--- src/rtl/core/grid_two_border_reachability_defines.svh ---
// assertion macros for the grid two-border reachability block
`ifndef GRID_TWO_BORDER_REACHABILITY_DEFINES_SVH
`define GRID_TWO_BORDER_REACHABILITY_DEFINES_SVH
`ifndef SYNTHESIS
// property checked on every clock edge outside reset
`define GTBR_ASSERT(lbl, prop, msg) \
  lbl: assert property (@(posedge clk) disable iff (rst) (prop)) else $error(msg);
// condition in one cycle implies a condition in the next
`define GTBR_ASSERT_NEXT(lbl, pre, post, msg) \
  lbl: assert property (@(posedge clk) disable iff (rst) (pre) |=> (post)) else $error(msg);
`else
`define GTBR_ASSERT(lbl, prop, msg)
`define GTBR_ASSERT_NEXT(lbl, pre, post, msg)
`endif
`endif

--- src/rtl/core/gtbr_cand.sv ---
// candidate cell generator: border seeds and the four neighbors of a cell
module gtbr_cand #(
  parameter int RB = 5,
  parameter int CB = 5,
  parameter int KW = 6
) (
  input  logic          seeding,
  input  logic          fill,
  input  logic [KW-1:0] k,
  input  logic [1:0]    nb,
  input  logic [RB-1:0] cur_r,
  input  logic [CB-1:0] cur_c,
  input  logic [RB-1:0] rows_m1,
  input  logic [CB-1:0] cols_m1,
  output logic          ok,
  output logic          last,
  output logic [RB-1:0] r,
  output logic [CB-1:0] c
);

  logic [KW:0] k_ext;
  logic [KW:0] cols_ext;
  logic [KW:0] rows_ext;
  logic [KW:0] rdiff;

  assign k_ext    = (KW+1)'(k);
  assign cols_ext = (KW+1)'(cols_m1) + (KW+1)'(1);
  assign rows_ext = (KW+1)'(rows_m1) + (KW+1)'(1);
  assign rdiff    = k_ext - cols_ext;

  // seeds walk the row border first, then the column border
  always_comb begin
    ok   = 1'b1;
    last = 1'b0;
    r    = cur_r;
    c    = cur_c;
    if (seeding) begin
      last = (k_ext == rows_ext + cols_ext - (KW+1)'(1));
      if (k_ext < cols_ext) begin
        r = fill ? rows_m1 : '0;
        c = CB'(k);
      end else begin
        r = RB'(rdiff);
        c = fill ? cols_m1 : '0;
      end
    end else begin
      last = (nb == 2'd3);
      case (nb)
        2'd0: begin
          ok = (cur_r != '0);
          r  = cur_r - RB'(1);
        end
        2'd1: begin
          ok = (cur_r != rows_m1);
          r  = cur_r + RB'(1);
        end
        2'd2: begin
          ok = (cur_c != '0);
          c  = cur_c - CB'(1);
        end
        default: begin
          ok = (cur_c != cols_m1);
          c  = cur_c + CB'(1);
        end
      endcase
    end
  end

endmodule

--- config.mk ---
export PLATFORM = sky130hd
export DESIGN_NAME = gtbr_cand
export DESIGN_NICKNAME = d
export VERILOG_FILES = /design/src/rtl/core/grid_two_border_reachability_defines.svh /design/src/rtl/core/gtbr_cand.sv
export SDC_FILE = /design/constraint.sdc
export NUM_CORES = 1
export LEC_CHECK = 0
export ABC_AREA = 1
export CAP_MARGIN = 10
export CORE_AREA = 2 2 47 60
export DETAILED_ROUTE_END_ITERATION = 7
export DIE_AREA = 0 0 49 62
export DONT_BUFFER_PORTS = 1
export PLACE_DENSITY_LB_ADDON = 0.2
export SYNTH_ARGS = -nofsm -noshare
export SYNTH_HDL_FRONTEND = slang
export SYNTH_SLANG_ARGS = --single-unit
--- constraint.sdc ---
create_clock -name vclk -period 2.2
set_clock_uncertainty 0.05 [all_clocks]
set_input_delay 0 -clock vclk [all_inputs]
set_output_delay 0 -clock vclk [all_outputs]
set_load 0.02 [all_outputs]
Yosys cells after proc, flatten, opt, wreduce, memory -nomap -nowiden
Cells that the tools add are included.

storage, ports and cells
  logic and storage cells = 31
  register bits = 0
  input port bits = 30
  output and inout port bits = 12

cells by class
  add/subtract/negate cells = 9
  equality and inequality tests = 6
  $lt $le $gt $ge = 1
  reduce and logical (&&, ||, !) cells = 4
  multiplexer cells = 11

operator list
  cell                   number
  $mux W5                6
  $pmux W5 S2            2
  $add A5 B1 Y6 const B  2
  $add A5 B1 Y5 const B  2
  $ne A5 B5 Y1           2
  $reduce_bool A5 Y1     2
  $sub A5 B1 Y5 const B  2
  $add A6 B6 Y7          1
  $eq A6 B7 Y1           1
  $sub A7 B1 Y7 const B  1
  $lt A6 B6 Y1           1
  $sub A5 B5 Y5          1
  $eq A2 B2 Y1 const B   2
  $pmux W1 S3            1
  $eq A2 B1 Y1 const B   1
  $logic_not A2 Y1       1
  $mux W1                2
  $reduce_or A2 Y1       1

Depth between registers and ports, before layout
  depth in word-level cells = 5
  mapped depth = 15
  mapped depth without buffers = 15

Least setup slack after synthesis
No wires, ideal clock.

  kind = input port to output port
  start point = input port cols_m1[4]
  end point = output port r[3]
  data required time = 2150 ps
  buffers on the path = 2
  setup slack = 532 ps
  data arrival time = 1618 ps
  cell stages on the path = 9
  path through = clkbuf_1 > nand3_1 > ha_1 > a21oi_2 > nand3_4 > buf_12 > nand2_1 > nand3_1 > o21ai_1

between the ends
  cells in the longest elaborated chain, start to end = 4

RTL lines
  item                RTL line         text
  start: declaration  gtbr_cand.sv:14  input logic [CB-1:0] cols_m1,
  $add A5 B1 Y6       gtbr_cand.sv:27  assign cols_ext = (KW+1)'(cols_m1) + (KW+1)'(1);
  $lt A6 B6 Y1        gtbr_cand.sv:39  if (k_ext < cols_ext) begin
  $mux W5             gtbr_cand.sv:39
  $mux W5             gtbr_cand.sv:37  if (seeding) begin
  end: declaration    gtbr_cand.sv:17  output logic [RB-1:0] r,

Every way passes these cells.

Worst setup path in the final report
  start point = input port cols_m1[0]
  end point = output port r[4]

between the ends
  cells in the longest elaborated chain, start to end = 4
  elaborated cells between the ends (all ways) = 5
  those cells by class = add/sub (2); order compare (1); mux (2)

RTL lines
  item                                           RTL line
  $add A5 B1 Y6 *                                gtbr_cand.sv:27
  $sub A5 B5 Y5 or $lt A6 B6 Y1 (tied branches)  gtbr_cand.sv:29, gtbr_cand.sv:39
  $mux W5 *                                      gtbr_cand.sv:39
  $mux W5 *                                      gtbr_cand.sv:37

Every way passes the cells marked *; elsewhere a longest branch is shown, timed or not.

==> summary.txt <==
Run status
  • Status: complete, no violations

Timing
  • Unrepaired setup endpoints after global routing: false
  • Tightest Pin Transition: 437.0 ps
  • Fmax: 532.9 MHz
  • Hold Vio Cnt, Final: 0
  • Setup Viol. Count Final: 0
  • Fin. max-slew vios: 0
  • Setup TNS: 0 ps
  • Slew HR: 70.67%
  • Fin crit period: 1876 ps
  • Part of the cycle the worst path needs: 85.29%

Worst setup path
  • Setup crit end kind: primary output
  • CP Launch Type: primary input
  • Crit path kind: primary input to primary output
  • Critical path peak fanout: 13
  • Critical Path RT: 2150 ps
  • Arrival time worst endpoint: 1830 ps

Synthesis
  • Post-Syn Area per Cell: 5.721 µm²
  • Count of cell types in the netlist: 29
  • Cell Area, Synth: 1539 µm²
  • Syn Nets: 321
  • Synth warn: 0
  • Sequential area share after synthesis: 0%
  • Mapped Cells: 269

Power
  • Pint: 0.1601 mW
  • Switching share of power: 61.05%
  • Switching Power: 0.2510 mW
  • Power share of the clock group: 0%
  • Worst vdd ir: 128.6 µV
  • Logic pwr share: 100.0%
  • PwrDens: 268.0 nW/µm²
  • Leak Pwr: 0.8504 nW
  • Seq pwr share: 0%

Layout
  • P&R area growth vs syn: -0.3253%
  • Util after Layout: 60.19%
  • Seq Cell Count: 0
  • Layout cell share with drive strength beyond 1: 7.634%
  • Register Area: 0 µm²
  • Ant diodes: 0
  • Nets@finish: 316
  • Area of the multi-input gates: 1323 µm²
  • # fillers: 293
  • # clk buffers: 0

Global routing
  • Total global-route track usage: 24.87%
  • Initial antenna violation count: 0
  • Vias in the first global route: 1426
  • GRT overflow: 0
  • Global-route wire length before repair: 6072 µm
  • Largest net degree at the start of global routing: 16

Floorplan
  • Num ports: 42
  • Die height: 62 µm
  • Die Area: 3038 µm²
  • Core area: 2549 µm²
  • Die X: 49 µm
  • Initial Util: 60.38%
  • Site row count: 21

Routing
  • Drt wl/cell: 12.31 µm
  • Vias per cell: 5.389
  • Via count: 1595
  • WL final: 3644 µm
  • TritonRoute pass-1 iters: 4
  • Final ANT Viol Nets: 0
  • Starting DRC count in detailed routing: 21
  • Number of remaining DRC errors: 0

Placement
  • Routability cong.: 0.8407
  • I/O Buffers: 0
  • DP Wirelength: 3153 µm

Clocking
  • Quantity of gates resized following cts: 0
  • CTS Hold Bufs: 0
  • Postcts setup bufs: 0

Min path
  • Hold Path Class: primary input to primary output

Run
  • Max_cap viols: 0
[Yosys cell counts]
library cell  count  area, µm²
ha_1             18      225.2
o211ai_1          1      7.510
inv_2             7      26.28
clkinv_1          2      7.510
nor2_2            1      6.260
xnor2_1           9      78.83
inv_1            34      127.6
or2_1             1      6.260
buf_6             1      11.26
nand3_4           1      17.52
nand3b_1          2      15.01
nor2_1           18      67.56
xnor3_1           1      22.52
o21ai_2           5      43.79
buf_12            1      20.02
a21oi_2           3      26.28
fa_1              4      80.08
a21oi_1          11      55.05
xor2_1            7      61.31
o21ai_0           6      30.03
nand2_1          78      292.8
nand4_1          12      75.07
nand2_2           1      6.260
nand3_1          33      165.2
a21o_1            1      7.510
o21ai_1           4      20.02
clkbuf_1          5      18.77
buf_2             1      5.000
nand4_2           1      12.51
[cell type report]
| class | instances | share of cell area (%) |
|---|---|---|
| multi-input combinational | 218 | 86.22 |
| timing repair buffer | 1 | 0.4894 |
| inverter | 43 | 10.52 |
| tap | 34 | 2.773 |
[worst max-delay path, stage by stage]
cell,delay (ps)
ha_1,200
nand3_1,100
xor2_1,210
ha_1,290
nand2_1,90
or2_1,280
nand3_4,240
nand2_2,120
nand3_1,60
o21ai_1,250
[layer usage]
layer	share of wire (%)	global-route usage, %	up-vias	wire [µm]
met5	0	0	-	0
met4	0.33	3.265	0	12
met3	4.2	3.110	2	154
met2	53	49.32	25	1917
met1	43	29.77	706	1559
li1	-	-	862	-
[cell usage in the layout, fill, tap and decap left out]
master,instances
fa_1,4
o211ai_1,1
o21ai_2,5
o21ai_1,4
nand3b_1,2
a21oi_1,11
buf_4,1
a21o_1,1
nand4_1,12
ha_1,18
nand2_2,1
nand3_4,1
nand4_2,1
nand2_1,78
inv_1,34
xnor3_1,1
nor2_1,18
or2_1,1
nand3_1,33
xnor2_1,9
clkinv_1,2
a21oi_2,3
xor2_1,7
nor2_2,1
o21ai_0,6
inv_2,7
[cells by family (layout without fill, tap and decap cells)]
logic type,after synthesis,in the layout,share of synthesized area [%]
simple gates,148,148,43.17
buf+inv,51,44,14.07
compound gates,31,31,12.36
fa+ha+maj,22,22,19.84
xor+xnor,17,17,10.57
[worst paths after layout]
check,from,to,cells past startpoint
hold / removal,seeding,r[3],1
setup / recovery,cols_m1[0],r[4],10
[power groups by stage]
stage / logic [mW] / registers, mW / clock network [mW]
after floorplan: 0.372 / 0 / 0
after global placement: 0.406 / 0 / 0
after detailed placement: 0.409 / 0 / 0
after CTS: 0.413 / 0 / 0
after global routing: 0.473 / 0 / 0
final: 0.411 / 0 / 0
[per-stage QoR]
step / setup WS, ps / cells / cell area, µm² / hold slack, ps / total power, mW
2_1_floorplan: 532.2 / 269 / 1539 / 108.8 / 0.3719
3_3_place_gp: 386.1 / 296 / 1534 / 101.1 / 0.4057
3_5_place_dp: 327.4 / 296 / 1534 / 100.2 / 0.4095
4_1_cts: 325.3 / 296 / 1534 / 100.2 / 0.4125
5_1_grt: 160.9 / 296 / 1534 / 110.4 / 0.4728
6_report: 323.5 / 296 / 1534 / 99.83 / 0.4111
(Power assumes the default switching activity.)
